File: config.mk
export PLATFORM = sky130hd
export DESIGN_NAME = midi_byte_stream_parser_top
export DESIGN_NICKNAME = d
export VERILOG_FILES = /design/src/mbsp_pkg.sv /design/src/midi_byte_stream_parser_top.sv /design/src/mbsp_parser.sv
export SDC_FILE = /design/constraint.sdc
export NUM_CORES = 1
export LEC_CHECK = 0
export ABC_CLOCK_PERIOD_IN_PS = 2590
export BUFFER_PORTS_ARGS = -buffer_cell sky130_fd_sc_hd__buf_2
export CORE_UTILIZATION = 50
export CTS_CLUSTER_DIAMETER = 120
export CTS_CLUSTER_SIZE = 16
export DETAILED_ROUTE_END_ITERATION = 8
export PLACE_DENSITY = 0.75
export SLEW_MARGIN = 25
export SYNTH_ARGS = -nofsm -noshare
export SYNTH_HDL_FRONTEND = slang
export SYNTH_HIERARCHICAL = 1
export SYNTH_SLANG_ARGS = --single-unit
File: constraint.sdc
create_clock -name clock -period 2.59 [get_ports clock]
set_clock_uncertainty 0.15 [all_clocks]
set_input_delay 0 -clock clock [delete_from_list [all_inputs] [get_ports clock]]
set_output_delay 0 -clock clock [all_outputs]
set_load 0.02 [all_outputs]
File: src/mbsp_pkg.sv
package mbsp_pkg;

   // parse state encodings, code 7 is unused and acts as unknown
   typedef enum logic [2:0] {
      PS_UNKNOWN = 3'd0,
      PS_ONE     = 3'd1,
      PS_TWO_A   = 3'd2,
      PS_TWO_B   = 3'd3,
      PS_SX0     = 3'd4,
      PS_SX1     = 3'd5,
      PS_SX2     = 3'd6
   } parse_state_type;

   // configuration register indexes
   localparam logic [1:0] CSR_IMPLANT_ENABLE = 2'd0;
   localparam logic [1:0] CSR_CHANNEL_NUM    = 2'd1;
   localparam logic [1:0] CSR_CAPTURE_ENABLE = 2'd2;

   // status byte codes
   localparam logic [7:0] ST_SYSEX_START = 8'hF0;
   localparam logic [7:0] ST_MTC_QFRAME  = 8'hF1;
   localparam logic [7:0] ST_SONG_POS    = 8'hF2;
   localparam logic [7:0] ST_SONG_SEL    = 8'hF3;
   localparam logic [7:0] ST_TUNE_REQ    = 8'hF6;
   localparam logic [7:0] ST_SYSEX_END   = 8'hF7;
   localparam logic [7:0] ST_REALTIME    = 8'hF8;
   localparam logic [7:0] ST_ONE_LO      = 8'hC0;
   localparam logic [7:0] ST_ONE_HI      = 8'hDF;
   localparam logic [7:0] ST_STATUS_MIN  = 8'h80;

   typedef struct packed {
      logic       implant_enable;
      logic [3:0] channel_num;
      logic       capture_enable;
   } cfg_type;

   typedef struct packed {
      logic       hit;
      logic [7:0] byte0;
      logic [7:0] byte1;
      logic [7:0] byte2;
      logic [1:0] len;
   } result_type;

endpackage

File: src/midi_byte_stream_parser_top.sv
// channel   direction  ports                                     transaction
// req       in         req_valid req_stall req_byte_in           one raw midi byte
// rsp       out        rsp_valid rsp_stall rsp_msg_byte0..2/len  one complete message
// csr       in         csr_write csr_index csr_data              one register write
//
// one byte is taken per cycle while req_stall is low; a message comes out the cycle
// after the byte that completes it, through a single output register
// synchronous active-high reset clears the parse state, stored bytes and config
// req_stall rises only while the output register is full and rsp is stalled,
// so a byte is still taken in the cycle the waiting message leaves
module midi_byte_stream_parser_top (
   input  logic       clock,
   input  logic       reset,
   input  logic       req_valid,
   output logic       req_stall,
   input  logic [7:0] req_byte_in,
   output logic       rsp_valid,
   input  logic       rsp_stall,
   output logic [7:0] rsp_msg_byte0,
   output logic [7:0] rsp_msg_byte1,
   output logic [7:0] rsp_msg_byte2,
   output logic [1:0] rsp_msg_len,
   input  logic       csr_write,
   input  logic [1:0] csr_index,
   input  logic [3:0] csr_data
);

   mbsp_pkg::cfg_type    cfg_ff;
   mbsp_pkg::result_type result;
   logic                 req_accept;
   logic                 rsp_valid_ff;
   logic [7:0]           byte0_ff, byte1_ff, byte2_ff;
   logic [1:0]           len_ff;

   // config registers, writes beyond the list are ignored
   always_ff @(posedge clock) begin
      if (reset) begin
         cfg_ff <= '0;
      end else if (csr_write) begin
         unique case (csr_index)
            mbsp_pkg::CSR_IMPLANT_ENABLE: cfg_ff.implant_enable <= csr_data[0];
            mbsp_pkg::CSR_CHANNEL_NUM:    cfg_ff.channel_num    <= csr_data;
            mbsp_pkg::CSR_CAPTURE_ENABLE: cfg_ff.capture_enable <= csr_data[0];
            default: begin
               cfg_ff <= cfg_ff;
            end
         endcase
      end
   end

   // hold off input only when the result slot cannot drain this cycle
   assign req_stall  = rsp_valid_ff & rsp_stall;
   assign req_accept = req_valid & ~req_stall;

   mbsp_parser u_parser (
      .clock   (clock),
      .reset   (reset),
      .accept  (req_accept),
      .byte_in (req_byte_in),
      .cfg     (cfg_ff),
      .result  (result)
   );

   // output register: valid is control, payload loads only with a new message
   always_ff @(posedge clock) begin
      if (reset) begin
         rsp_valid_ff <= 1'b0;
      end else if (req_accept && result.hit) begin
         rsp_valid_ff <= 1'b1;
      end else if (!rsp_stall) begin
         rsp_valid_ff <= 1'b0;
      end
   end

   always_ff @(posedge clock) begin
      if (req_accept && result.hit) begin
         byte0_ff <= result.byte0;
         byte1_ff <= result.byte1;
         byte2_ff <= result.byte2;
         len_ff   <= result.len;
      end
   end

   assign rsp_valid     = rsp_valid_ff;
   assign rsp_msg_byte0 = byte0_ff;
   assign rsp_msg_byte1 = byte1_ff;
   assign rsp_msg_byte2 = byte2_ff;
   assign rsp_msg_len   = len_ff;

endmodule

File: src/mbsp_parser.sv
module mbsp_parser (
   input  logic                clock,
   input  logic                reset,
   input  logic                accept,
   input  logic [7:0]          byte_in,
   input  mbsp_pkg::cfg_type    cfg,
   output mbsp_pkg::result_type result
);

   mbsp_pkg::parse_state_type state_ff, state_in;
   logic [7:0] b0_ff, b1_ff, b2_ff;
   logic [7:0] b0_in, b1_in, b2_in;
   logic       emit;
   logic [7:0] e0, e1, e2;
   logic [1:0] elen;
   logic [7:0] status_byte;

   always_ff @(posedge clock) begin
      if (reset) begin
         state_ff <= mbsp_pkg::PS_UNKNOWN;
         b0_ff    <= 8'h00;
         b1_ff    <= 8'h00;
         b2_ff    <= 8'h00;
      end else if (accept) begin
         state_ff <= state_in;
         b0_ff    <= b0_in;
         b1_ff    <= b1_in;
         b2_ff    <= b2_in;
      end
   end

   // channel implant on status bytes
   assign status_byte = cfg.implant_enable ? {byte_in[7:4], cfg.channel_num} : byte_in;

   always_comb begin
      state_in = state_ff;
      b0_in    = b0_ff;
      b1_in    = b1_ff;
      b2_in    = b2_ff;
      emit     = 1'b0;
      e0       = b0_ff;
      e1       = b1_ff;
      e2       = b2_ff;
      elen     = 2'd1;
      priority if (byte_in >= mbsp_pkg::ST_REALTIME) begin
         // real-time goes straight out, parse untouched
         emit = 1'b1;
         e0   = byte_in;
      end else if (byte_in >= mbsp_pkg::ST_SYSEX_START) begin
         priority if (byte_in == mbsp_pkg::ST_SYSEX_START) begin
            b0_in    = byte_in;
            state_in = mbsp_pkg::PS_SX1;
         end else if (byte_in == mbsp_pkg::ST_MTC_QFRAME ||
                      byte_in == mbsp_pkg::ST_SONG_SEL) begin
            b0_in    = byte_in;
            state_in = mbsp_pkg::PS_ONE;
         end else if (byte_in == mbsp_pkg::ST_SONG_POS) begin
            b0_in    = byte_in;
            state_in = mbsp_pkg::PS_TWO_A;
         end else if (byte_in == mbsp_pkg::ST_TUNE_REQ) begin
            b0_in    = byte_in;
            state_in = mbsp_pkg::PS_UNKNOWN;
            emit     = 1'b1;
            e0       = byte_in;
         end else if (byte_in == mbsp_pkg::ST_SYSEX_END) begin
            state_in = mbsp_pkg::PS_UNKNOWN;
            priority if (state_ff == mbsp_pkg::PS_SX0) begin
               b0_in = byte_in;
               emit  = 1'b1;
               e0    = byte_in;
               elen  = 2'd1;
            end else if (state_ff == mbsp_pkg::PS_SX1) begin
               b1_in = byte_in;
               emit  = 1'b1;
               e1    = byte_in;
               elen  = 2'd2;
            end else if (state_ff == mbsp_pkg::PS_SX2) begin
               b2_in = byte_in;
               emit  = 1'b1;
               e2    = byte_in;
               elen  = 2'd3;
            end else begin
               emit = 1'b0;
            end
         end else begin
            // undefined system common
            state_in = mbsp_pkg::PS_UNKNOWN;
         end
      end else if (byte_in >= mbsp_pkg::ST_STATUS_MIN) begin
         b0_in    = status_byte;
         state_in = (byte_in >= mbsp_pkg::ST_ONE_LO && byte_in <= mbsp_pkg::ST_ONE_HI)
                    ? mbsp_pkg::PS_ONE : mbsp_pkg::PS_TWO_A;
      end else begin
         // data byte
         unique case (state_ff)
            mbsp_pkg::PS_ONE: begin
               if (b0_ff >= mbsp_pkg::ST_SYSEX_START) state_in = mbsp_pkg::PS_UNKNOWN;
               b1_in = byte_in;
               emit  = 1'b1;
               e1    = byte_in;
               elen  = 2'd2;
            end
            mbsp_pkg::PS_TWO_A: begin
               b1_in    = byte_in;
               state_in = mbsp_pkg::PS_TWO_B;
            end
            mbsp_pkg::PS_TWO_B: begin
               state_in = (b0_ff < mbsp_pkg::ST_SYSEX_START)
                          ? mbsp_pkg::PS_TWO_A : mbsp_pkg::PS_UNKNOWN;
               b2_in = byte_in;
               emit  = 1'b1;
               e2    = byte_in;
               elen  = 2'd3;
            end
            mbsp_pkg::PS_SX0: begin
               b0_in    = byte_in;
               state_in = mbsp_pkg::PS_SX1;
            end
            mbsp_pkg::PS_SX1: begin
               b1_in    = byte_in;
               state_in = mbsp_pkg::PS_SX2;
            end
            mbsp_pkg::PS_SX2: begin
               b2_in    = byte_in;
               state_in = mbsp_pkg::PS_SX0;
               emit     = 1'b1;
               e2       = byte_in;
               elen     = 2'd3;
            end
            default: begin
               state_in = state_ff;
            end
         endcase
      end
   end

   always_comb begin
      result.hit   = emit & cfg.capture_enable;
      result.byte0 = e0;
      result.byte1 = (elen >= 2'd2) ? e1 : 8'h00;
      result.byte2 = (elen == 2'd3) ? e2 : 8'h00;
      result.len   = elen;
   end

endmodule

==> results of run 1 <==
-- logic make-up after synthesis --
family / after synthesis
flops: 52
buf+inv: 38
simple gates: 116
compound gates: 73
xor+xnor: 2
mux: 12
-- final cells by class --
| cell class | count | area (sq um) |
|---|---|---|
| Multi-Input combinational cell | 203 | 1290 |
| Tap cell | 70 | 87.6 |
| Fill cell | 451 | 1930 |
| Sequential cell | 52 | 1300 |
| Timing Repair Buffer | 67 | 443 |
| Clock inverter | 2 | 13.8 |
| Inverter | 14 | 52.6 |
| Clock buffer | 6 | 82.6 |
-- registers in the layout, indices dropped and copies added (netlist names) --
register / flops
cfg_ff: 6
rsp_msg_byte0: 8
rsp_msg_byte1: 8
rsp_msg_byte2: 8
rsp_msg_len: 2
rsp_valid: 1
u_parser/b0_ff: 8
u_parser/b1_ff: 8
u_parser/state_ff: 3
-- layer usage --
layer / global-route usage / vias up
met2: 0.375 / 92
li1: - / 1166
met3: 0.0467 / 21
met4: 0.0904 / 0
met5: 0 / -
met1: 0.308 / 1118
-- power by group --
group / switching, W / leakage, nW / internal [W]
clock network: 0.000268 / 0.0516 / 0.000219
logic: 0.000136 / 0.724 / 0.000103
registers: 0.0000284 / 0.436 / 0.000885
total: 0.000433 / 1.21 / 0.00121
-- Yosys cell counts (3+ instances only) --
cell / instances
sky130_fd_sc_hd__nor2_1: 14
sky130_fd_sc_hd__nand2b_1: 14
sky130_fd_sc_hd__and2_1: 8
sky130_fd_sc_hd__a21oi_1: 17
sky130_fd_sc_hd__inv_1: 13
sky130_fd_sc_hd__mux2i_1: 8
sky130_fd_sc_hd__o21ai_1: 8
sky130_fd_sc_hd__buf_2: 8
sky130_fd_sc_hd__or3_1: 3
sky130_fd_sc_hd__nor4b_1: 3
sky130_fd_sc_hd__nor3_1: 7
sky130_fd_sc_hd__o21ai_0: 7
sky130_fd_sc_hd__mux2_2: 4
sky130_fd_sc_hd__a31oi_1: 10
sky130_fd_sc_hd__dfxtp_1: 26
sky130_fd_sc_hd__nand2_1: 38
sky130_fd_sc_hd__o221a_1: 7
sky130_fd_sc_hd__clkbuf_1: 14
sky130_fd_sc_hd__edfxtp_1: 26
sky130_fd_sc_hd__nor3b_1: 3
sky130_fd_sc_hd__nand3b_1: 6
sky130_fd_sc_hd__nand3_1: 7
-- through the flow --
stage / area [sq um] / total power, W
6_report: 3270 / 0.00164
5_1_grt: 3270 / 0.00171
4_1_cts: 3270 / 0.00164
3_5_place_dp: 3010 / 0.00115
3_3_place_gp: 3010 / 0.00114
2_1_floorplan: 2750 / 0.00109
-- repair_timing --
action                                  in CTS  in global routing
endpoints found under the hold margin       18                  0
gates resized for setup                      0                  1
endpoints found under the setup margin       0                  1
setup buffers                                0                  0
hold buffers                                17                  0
-- worst paths after layout --
check                            start           endpoint  slack [ps]  depth (start not counted)
setup / recovery  u_parser/state_ff[1]          rsp_valid         280                          6
hold / removal          req_byte_in[0]  u_parser/b1_ff[0]          30                          2
setup reg to reg  u_parser/state_ff[1]          rsp_valid         280                          6
hold reg to reg              cfg_ff[2]          cfg_ff[2]         330                          2
-- cells in the final DEF, fill, tap and decap left out, types with 4 or more instances in the layout --
cell,instances
sky130_fd_sc_hd__buf_2,46
sky130_fd_sc_hd__nand2_1,38
sky130_fd_sc_hd__dfxtp_1,26
sky130_fd_sc_hd__edfxtp_1,26
sky130_fd_sc_hd__a21oi_1,17
sky130_fd_sc_hd__dlygate4sd3_1,17
sky130_fd_sc_hd__nand2b_1,14
sky130_fd_sc_hd__inv_1,13
sky130_fd_sc_hd__nor2_1,13
sky130_fd_sc_hd__a31oi_1,10
sky130_fd_sc_hd__and2_1,8
sky130_fd_sc_hd__mux2i_1,8
sky130_fd_sc_hd__o21ai_1,8
sky130_fd_sc_hd__nor3_1,7
sky130_fd_sc_hd__nand3_1,7
sky130_fd_sc_hd__o21ai_0,7
sky130_fd_sc_hd__o221a_1,7
sky130_fd_sc_hd__nand3b_1,6
sky130_fd_sc_hd__clkbuf_8,6
sky130_fd_sc_hd__mux2_2,4
==> results.txt, run 1 <==
----------------------------------------------------
[Synthesis]
  Synthesized flop and latch total ... 52
  Distinct cell type count of the synthesized netlist ... 57
  Number of standard cells after synthesis ... 293
  Post-Synthesis Net Count ... 312
  Synth Area per Inst ... 9.39 sq um
  Area fraction of the dominant cell type after synthesis ... 0.284
  Top cells by area, synth ... sky130_fd_sc_hd__edfxtp_1 (28%), sky130_fd_sc_hd__dfxtp_1 (19%), sky130_fd_sc_hd__nand2_1 (5.2%), sky130_fd_sc_hd__nand2b_1 (3.2%), sky130_fd_sc_hd__a21oi_1 (3.1%)
  Total standard cell area after synthesis ... 2750 sq um
  Multiplexer area fraction after synthesis ... 0.0455
  Area fraction in compound gates after synthesis ... 0.187
  Dominant combinational cell family by area after synthesis ... simple AND/OR/NAND/NOR gates
  Biggest area consumer among synthesized cells ... sky130_fd_sc_hd__edfxtp_1
  Most used flip-flop cell after synthesis ... sky130_fd_sc_hd__edfxtp_1
  Sequential fraction of the synthesis area ... 0.473
  Proportion of register bits with asynchronous set or reset after synthesis ... 0
  Count of synthesis-stage warnings from yosys ... 6
  Basic-gate share of the synthesized area counting and, or, nand and nor cells ... 0.229
  Number of synthesized flops with an enable pin ... 26
  Xor and xnor fraction of the mapped netlist area ... 0.00637
  Post-synthesis share of cell area spent on full adders, half adders and majority gates ... 0

[Floorplanning]
  Die outline area ... 5800 sq um
  Std-Cell Rows ... 26
  Placeable core area ... 5200 sq um
  Die Ht ... 76.2 microns
  I/O pin cnt ... 47
  Effective utilization at floorplan ... 0.528
  Die width ... 76.2 microns

[Timing]
  Rel. slew slack ... 0.665
  Final setup TNS ... 0 ps
  Time the worst path needs with I/O delays and setup ... 2310 ps
  Fmax ... 433 MHz
  Number of hold violations in the final report ... 0
  Setup repair after global routing missed its margin ... false
  Final clock period utilization by the worst path ... 0.891
  Final worst slack ... 282 ps
  Hold Worst Slack ... 29.7 ps
  Transition at the pin with the smallest max-transition slack ... 502 ps
  Slew Limit Fails ... 0
  Finish-stage setup viols ... 0

[Clocking]
  Clock tree root driver cell ... sky130_fd_sc_hd__clkbuf_8
  Clock edge transition at the registers on the reported setup and hold paths ... 100 ps
  Worst-case clock buffer depth ... 2
  Depth of the CTS H-tree ... 2
  Clock insertion delay at the later pin of the skew report ... 300 ps
  Clock tree from TritonCTS ... built
  Clock sink count ... 52
  Total CTS buffers ... 5

[Final layout]
  Final standard cell utilization of the core ... 0.629
  Post-Layout Cell Count ... 414
  Antenna Cells ... 0
  Fraction of layout instances using a drive strength above 1 ... 0.203
  Area grow syn2layout ... 19.0%
  Nets ... 362

[Placement]
  DP HPWL ... 4180 microns
  Post-placement worst setup slack ... 433 ps
  Placer's final routability congestion estimate ... 0.904
  Inst Count DP ... 389
  PortBufs ... 46

[Routing]
  Routed len/inst ... 15.8 microns
  Residual antenna-violating net count after detailed routing ... 0
  Wire length on met2 ... 3160 microns
  Met1 wire length ... 2880 microns
  Number of iterations in the first detailed-routing pass ... 5
  Remaining DRCs ... 0
  Routed via count ... 2397
  Highest metal used ... met4
  WL met3 ... 397 microns
  DR vias/cell ... 5.79
  Total wire length ... 6520 microns
  Number of violations reported at the end of detailed-routing iteration 0 ... 185

[Power]
  Power density over the cells ... 501 nW/um^2
  Max IR drop VDD ... 0.400 mV
  Leakage power ... 1.21 nW

[Setup path]
  Sequence of cells on the critical path ... nand3b_1 -> a21o_1 -> a21boi_0 -> nand2_1 -> a21oi_1 -> dlygate4sd3_1
  Worst path slowest cell ... sky130_fd_sc_hd__dfxtp_1
  Worst Path Arrival ... 2410 ps
  Number of buffers and inverters on the critical path ... 1
  Worst path top cell family by delay ... flip-flops
  Delay of the slowest cell on the worst path ... 650 ps
  Path type of the worst setup path ... flop to flop
  Worst EP required ... 2690 ps
  Crit start category ... flop
  Largest fanout of any net on the critical path ... 15
  Type of destination of the critical path ... flop

[Status]
  Outcome ... finished clean

[Global routing]
  Global-route congestion overflow total ... 0
  Antenna violations before repair ... 0
  Vias in the first global route ... 2257
  All-Layer GR Usage ... 0.233
  Largest net degree at the start of global routing ... 27
  Wire length of the first global-routing pass ... 10800 microns

[Job]
  Max-cap violation count ... 0

[Worst hold path]
  Path type of the worst min-delay path ... input pin to flop

----------------------------------------------------
Power figures use the tool's default switching activity.
==> run 2: changes to the inputs <==
--- a/config.mk
+++ b/config.mk
@@ -7,6 +7,7 @@
 export LEC_CHECK = 0
 export ABC_CLOCK_PERIOD_IN_PS = 2590
 export BUFFER_PORTS_ARGS = -buffer_cell sky130_fd_sc_hd__buf_2
+export CORE_MARGIN = 4
 export CORE_UTILIZATION = 50
 export CTS_CLUSTER_DIAMETER = 120
 export CTS_CLUSTER_SIZE = 16
==> run 2 against run 1 <==
Effect of this change:
- flip-flop and latch count stayed put
- setup slack improved by 14 ps
- combinational power is essentially flat
- cell area is 0.11% higher
- first-iteration DRC count increased by 46%
- clock-buffer cell count grew 1
- routed wire length grew 4.4%
- hold slack improved by 18 ps
- maximum frequency grew 0.61%
- non-clock buffer count increased by 1
- critical path depth stayed put
- largest cell class unchanged
==> results.txt, run 2 (synthesis gave the netlist of run 1 again) <==
----------------------------------------------------
[Setup path]
  Logic depth of the worst register-to-register path ... 6 (unchanged)
  Crit start category ... flop
  Delay of the slowest cell on the worst path ... 660 ps (about the same)
  Startpoint of the lowest-slack register-to-register path ... u_parser/state_ff[1]
  Worst path top cell family by delay ... flip-flops
  Worst Path Arrival ... 2380 ps (-30 ps)
  Worst path slowest cell ... sky130_fd_sc_hd__dfxtp_1
  Largest fanout of any net on the critical path ... 15 (unchanged)
  Capturing point of the worst reg2reg path ... rsp_valid
  Launching element of the worst setup path ... u_parser/state_ff[1]
  Path type of the worst setup path ... flop to flop
  Worst EP required ... 2680 ps (about the same)
  Number of gates on the worst path with buffers counted ... 6 (unchanged)
  Type of destination of the critical path ... flop
  Reg2Reg Setup Slack ... 300 ps (about the same)
  Number of buffers and inverters on the critical path ... 1 (unchanged)
  Sequence of cells on the critical path ... nand3b_1 -> a21o_1 -> a21boi_0 -> nand2_1 -> a21oi_1 -> dlygate4sd3_1

[Global routing]
  Global-route congestion overflow total ... 0 (unchanged)
  Most congested layer reported by global routing ... met2
  Met2 layer usage reported by global route ... 0.355 (-0.0200)
  Largest net degree at the start of global routing ... 27 (unchanged)
  Antenna violations before repair ... 0 (unchanged)
  Wire length of the first global-routing pass ... 11000 microns (+1.3%)
  Global-route met1 utilization ... 0.276 (-0.0318)
  Met3 global-route usage ... 0.0325 (-0.0142)
  Vias in the first global route ... 2289 (+1.4%)
  All-Layer GR Usage ... 0.211 (-0.0216)

[Timing]
  Setup repair after global routing missed its margin ... false
  Fmax ... 436 MHz (+0.61%)
  Transition at the pin with the smallest max-transition slack ... 526 ps (+23.8 ps)
  Final worst slack ... 296 ps (+13.9 ps)
  Number of hold violations in the final report ... 0 (unchanged)
  Slew Limit Fails ... 0 (unchanged)
  Final setup TNS ... 0 ps (unchanged)
  Time the worst path needs with I/O delays and setup ... 2290 ps (-13.9 ps)
  Rel. slew slack ... 0.649 (-0.0159)
  Final clock period utilization by the worst path ... 0.886 (-0.00537)
  Finish-stage setup viols ... 0 (unchanged)

[Placement]
  PortBufs ... 46 (unchanged)
  DP HPWL ... 4350 microns (+4.0%)
  Post-placement worst setup slack ... 428 ps (-5.28 ps)
  Placer's final routability congestion estimate ... 0.895 (-1.0%)

[Clocking]
  Clock tree from TritonCTS ... built
  Depth of the CTS H-tree ... 2 (unchanged)
  Clock tree root driver cell ... sky130_fd_sc_hd__clkbuf_8
  Total CTS buffers ... 5 (unchanged)
  Clock edge transition at the registers on the reported setup and hold paths ... 90 ps (about the same)
  Clock sink count ... 52 (unchanged)
  Worst-case clock buffer depth ... 2 (unchanged)
  Clock insertion delay at the later pin of the skew report ... 300 ps (about the same)
  CTS-repair resized insts ... 0 (unchanged)

[Routing]
  Number of violations reported at the end of detailed-routing iteration 0 ... 271 (+46%)
  Remaining DRCs ... 0 (unchanged)
  Routed len/inst ... 16.4 microns (+4.2%)
  Routed via count ... 2430 (+1.4%)
  Residual antenna-violating net count after detailed routing ... 0 (unchanged)
  DR vias/cell ... 5.86 (+1.1%)
  Number of iterations in the first detailed-routing pass ... 5 (unchanged)
  Total wire length ... 6810 microns (+4.4%)

[Worst hold path]
  Source of the worst hold timing path ... req_byte_in[0]
  Path type of the worst min-delay path ... input pin to flop
  Terminating pin of the worst hold path ... u_parser/b1_ff[0]
  Hold Path Cell Cnt ... 2 (unchanged)

[Power]
  Power density over the cells ... 495 nW/um^2 (-1.1%)
  Max IR drop VDD ... 0.335 mV (-16%)
  Leakage power ... 1.21 nW (-0.15%)

[Floorplanning]
  Die Ht ... 82.2 microns (+7.9%)
  Placeable core area ... 5200 sq um (unchanged)
  Std-Cell Rows ... 26 (unchanged)
  Effective utilization at floorplan ... 0.528 (unchanged)
  Die outline area ... 6750 sq um (+16%)
  I/O pin cnt ... 47 (unchanged)
  Die width ... 82.2 microns (+7.9%)

[Final layout]
  Area occupied by registers ... 1300 sq um (unchanged)
  Total of fill cells in the finished design ... 434 (-3.8%)
  Most used cells in the layout excluding fill and tap cells ... sky130_fd_sc_hd__buf_2 (46), sky130_fd_sc_hd__nand2_1 (38), sky130_fd_sc_hd__dfxtp_1 (26), sky130_fd_sc_hd__edfxtp_1 (26)
  Most common library cell in the layout ignoring fill and taps ... sky130_fd_sc_hd__buf_2
  Antenna Cells ... 0 (unchanged)
  Fraction of layout instances using a drive strength above 1 ... 0.200 (-0.00349)
  Area grow syn2layout ... 19.2%
  Area occupied by multi-input gates ... 1290 sq um (about the same)
  Nets ... 363 (+0.28%)

[Job]
  Max-cap violation count ... 0 (unchanged)

[Status]
  Outcome ... finished clean

----------------------------------------------------
run 2: cell types whose count changed in the layout (fill, tap and decap cells not counted), sizes merged:
cell      change
clkbuf        +1
buf           +1
clkinvlp      +1
inv           -1
clkinv        -1
run 2: layer usage:
layer,up-vias,share of wire
li1,1163,-
met1,1154,0.43
met2,103,0.49
met3,10,0.065
met4,0,0.015
met5,-,0
run 2: per-stage QoR:
stage / instance area, sq um / total power, W / util / instances / hold WS [ps]
final: 3280 / 0.00162 / 0.630 / 415 / 47.3
after global routing: 3280 / 0.00170 / 0.630 / 415 / 38.5
after CTS: 3280 / 0.00163 / 0.630 / 415 / 22.5
after detailed placement: 3010 / 0.00115 / 0.579 / 390 / 132
after global placement: 3010 / 0.00114 / 0.579 / 390 / 116
after floorplan: 2750 / 0.00109 / - / 293 / 5.37
run 2: power breakdown:
| part | switching [W] | leakage, nW | internal, W |
|---|---|---|---|
| sequential | 0.0000294 | 0.436 | 0.000885 |
| clock | 0.000251 | 0.0445 | 0.000217 |
| combinational | 0.000137 | 0.729 | 0.000104 |
run 2: worst max-delay path by stage:
stage / endpoint
floorplan: rsp_msg_byte0[0]
finish: rsp_valid
global placement: rsp_msg_byte0[1]
global route: rsp_valid
detailed placement: u_parser/b1_ff[4]
CTS: rsp_valid
run 2: final cells by class:
class / count / area share
clock inverters: 1 / 0.00229
inverters: 14 / 0.0160
well taps: 70 / 0.0267
clock buffers: 7 / 0.0263
multi-input cells: 203 / 0.394
flip-flops and latches: 52 / 0.397
repair buffers: 68 / 0.137
run 2: repair_timing:
| action | 4_1_cts | 5_1_grt |
|---|---|---|
| endpoints found under the hold margin | 18 | 0 |
| buffers inserted | 0 | 0 |
| hold buffers | 17 | 0 |
==> run 3: changes to the inputs <==
--- a/config.mk
+++ b/config.mk
@@ -8,11 +8,10 @@
 export ABC_CLOCK_PERIOD_IN_PS = 2590
 export BUFFER_PORTS_ARGS = -buffer_cell sky130_fd_sc_hd__buf_2
 export CORE_MARGIN = 4
-export CORE_UTILIZATION = 50
+export CORE_UTILIZATION = 25
 export CTS_CLUSTER_DIAMETER = 120
 export CTS_CLUSTER_SIZE = 16
 export DETAILED_ROUTE_END_ITERATION = 8
-export PLACE_DENSITY = 0.75
 export SLEW_MARGIN = 25
 export SYNTH_ARGS = -nofsm -noshare
 export SYNTH_HDL_FRONTEND = slang
==> run 3 against run 2 <==
Effect of this change:
- highest routed layer unchanged
- sequential power about the same
- via count down 3.5%
- maximum frequency up 1.5%
- combinational power down 3%
- cell area up 1.6%
- register-to-register slack better by 30 ps
- flip-flop and latch count unchanged
- critical path depth unchanged
==> results.txt, run 3 (synthesis gave the netlist of run 1 again) <==
----------------------------------------------------
[Timing]
  Final clock period utilization by the worst path ... 0.873 (-0.0129)
  Final setup TNS ... 0 ps (unchanged)
  Setup repair after global routing missed its margin ... false
  Fmax ... 442 MHz (+1.5%)
  Rel. slew slack ... 0.655 (+0.00628)
  Transition at the pin with the smallest max-transition slack ... 516 ps (-9.40 ps)
  Slew Limit Fails ... 0 (unchanged)
  Hold Worst Slack ... 27.8 ps (-19.5 ps)
  Time the worst path needs with I/O delays and setup ... 2260 ps (-33.5 ps)
  Number of hold violations in the final report ... 0 (unchanged)
  Finish-stage setup viols ... 0 (unchanged)

[Final layout]
  Antenna Cells ... 0 (unchanged)
  Most used cells in the layout excluding fill and tap cells ... sky130_fd_sc_hd__buf_2 (46), sky130_fd_sc_hd__nand2_1 (38), sky130_fd_sc_hd__dfxtp_1 (26), sky130_fd_sc_hd__edfxtp_1 (26), sky130_fd_sc_hd__a21oi_1 (17)
  Total of fill cells in the finished design ... 1113 (+160%)
  Final standard cell utilization of the core ... 0.308 (-0.321)
  Area grow syn2layout ... 21.1%
  Area occupied by registers ... 1300 sq um (unchanged)
  Area occupied by multi-input gates ... 1290 sq um (unchanged)
  Most common library cell in the layout ignoring fill and taps ... sky130_fd_sc_hd__buf_2
  Post-Layout Cell Count ... 481 (+16%)
  Nets ... 359 (-1.1%)
  Fraction of layout instances using a drive strength above 1 ... 0.202 (+0.00235)

[Setup path]
  Type of destination of the critical path ... flop
  Largest fanout of any net on the critical path ... 15 (unchanged)
  Logic depth of the worst register-to-register path ... 6 (unchanged)
  Worst Path Arrival ... 2370 ps (about the same)
  Worst EP required ... 2700 ps (+20 ps)
  Path type of the worst setup path ... flop to flop
  Crit start category ... flop

[Routing]
  Routed via count ... 2345 (-3.5%)
  Routed len/inst ... 14.8 microns (-9.6%)
  Total wire length ... 7140 microns (+4.8%)
  Number of violations reported at the end of detailed-routing iteration 0 ... 172 (-37%)
  Remaining DRCs ... 0 (unchanged)
  Number of iterations in the first detailed-routing pass ... 4 (-1)
  Residual antenna-violating net count after detailed routing ... 0 (unchanged)
  DR vias/cell ... 4.88 (-17%)

[Power]
  Net switching power ... 0.000435 W (+4.2%)
  Clock network fraction of design power ... 0.299 (+0.010)
  Sequential group share of total power ... 0.558 (-0.005)
  Switching Share ... 0.266 (+0.00846)
  Leakage power ... 1.20 nW (-0.99%)
  Final Total Pwr ... 0.00164 W (+0.84%)
  Max IR drop VDD ... 0.182 mV (-46%)
  Gate power share ... 0.143 (-0.005)
  Cell-internal power ... 0.00120 W (-0.31%)
  Power density over the cells ... 492 nW/um^2 (-0.75%)

[Floorplanning]
  Std-Cell Rows ... 38 (+46%)
  Die width ... 113 microns (+37%)
  Die Ht ... 113 microns (+37%)
  Die outline area ... 12700 sq um (+89%)
  I/O pin cnt ... 47 (unchanged)
  Placeable core area ... 10800 sq um (+110%)
  Effective utilization at floorplan ... 0.255 (-0.274)

[Global routing]
  All-Layer GR Usage ... 0.112 (-0.0991)
  Largest net degree at the start of global routing ... 27 (unchanged)
  Antenna violations before repair ... 0 (unchanged)
  Wire length of the first global-routing pass ... 11500 microns (+5.2%)
  Vias in the first global route ... 2310 (+0.92%)
  Global-route congestion overflow total ... 0 (unchanged)

[Job]
  Max-cap violation count ... 0 (unchanged)

[Placement]
  PortBufs ... 46 (unchanged)
  Inst Count DP ... 459 (+18%)
  Placer's final routability congestion estimate ... 0.854 (-4.5%)
  DP HPWL ... 4870 microns (+12%)

[Clocking]
  Post-CTS setup-driven buffer insertion count ... 0 (unchanged)
  Clock tree from TritonCTS ... built
  Worst-case clock buffer depth ... 2 (unchanged)
  Clock sink count ... 52 (unchanged)
  Total CTS buffers ... 5 (unchanged)
  Depth of the CTS H-tree ... 2 (unchanged)
  Clock insertion delay at the later pin of the skew report ... 310 ps (about the same)
  Clock edge transition at the registers on the reported setup and hold paths ... 100 ps (about the same)
  Clock tree root driver cell ... sky130_fd_sc_hd__clkbuf_8

[Worst hold path]
  Hold Path Cell Cnt ... 2 (unchanged)
  Path type of the worst min-delay path ... input pin to flop

[Status]
  Outcome ... finished clean

----------------------------------------------------
==> run 3: routing by layer <==
metal / share of wire / wire length, microns / track usage / vias to the layer above
li1: - / - / - / 1156
met1: 0.44 / 3100 / 0.139 / 1112
met2: 0.50 / 3540 / 0.191 / 69
met3: 0.058 / 414 / 0.0289 / 8
met4: 0.010 / 72 / 0.0337 / 0
met5: 0 / 0 / 0 / -
==> run 3: layout make-up <==
| class | instances | area share |
|---|---|---|
| Clock buffer | 6 | 0.0248 |
| Clock inverter | 2 | 0.00413 |
| Inverter | 14 | 0.0158 |
| Multi-Input combinational cell | 203 | 0.388 |
| Sequential cell | 52 | 0.391 |
| Tap cell | 140 | 0.0526 |
| Timing Repair Buffer | 64 | 0.124 |
==> run 3: worst paths after layout <==
check / start / to / slack (ps)
max reg2reg: u_parser/state_ff[1] / rsp_valid / 330
min reg2reg: cfg_ff[2] / cfg_ff[2] / 330
min: req_byte_in[0] / u_parser/b1_ff[0] / 30
max: u_parser/state_ff[1] / rsp_valid / 330
==> run 3: worst max-delay path, cell delays in order (launching register included) <==
cell,delay (ps)
sky130_fd_sc_hd__dfxtp_1,650
sky130_fd_sc_hd__nand3b_1,160
sky130_fd_sc_hd__a21o_1,260
sky130_fd_sc_hd__a21boi_0,190
sky130_fd_sc_hd__nand2_1,100
sky130_fd_sc_hd__a21oi_1,140
sky130_fd_sc_hd__dlygate4sd3_1,560
==> run 3: through the flow <==
stage          instance area, sq um  setup WS, ps
2_1_floorplan                  2750           268
3_3_place_gp                   3090           456
6_report                       3330           329
4_1_cts                        3330           311
5_1_grt                        3330           134
3_5_place_dp                   3090           402
==> run 3: power by group through the flow <==
stage | clock network, W | registers, W | logic (W)
2_1_floorplan | 0 | 0.000918 | 0.000169
3_3_place_gp | 0 | 0.000930 | 0.000216
3_5_place_dp | 0 | 0.000932 | 0.000218
4_1_cts | 0.000509 | 0.000913 | 0.000233
5_1_grt | 0.000536 | 0.000917 | 0.000260
6_report | 0.000490 | 0.000913 | 0.000234
==> run 3: timing repair <==
action                    in CTS  in global routing
hold endpoints to repair      19                  0
gates resized for setup        0                  0
hold buffers                  14                  0
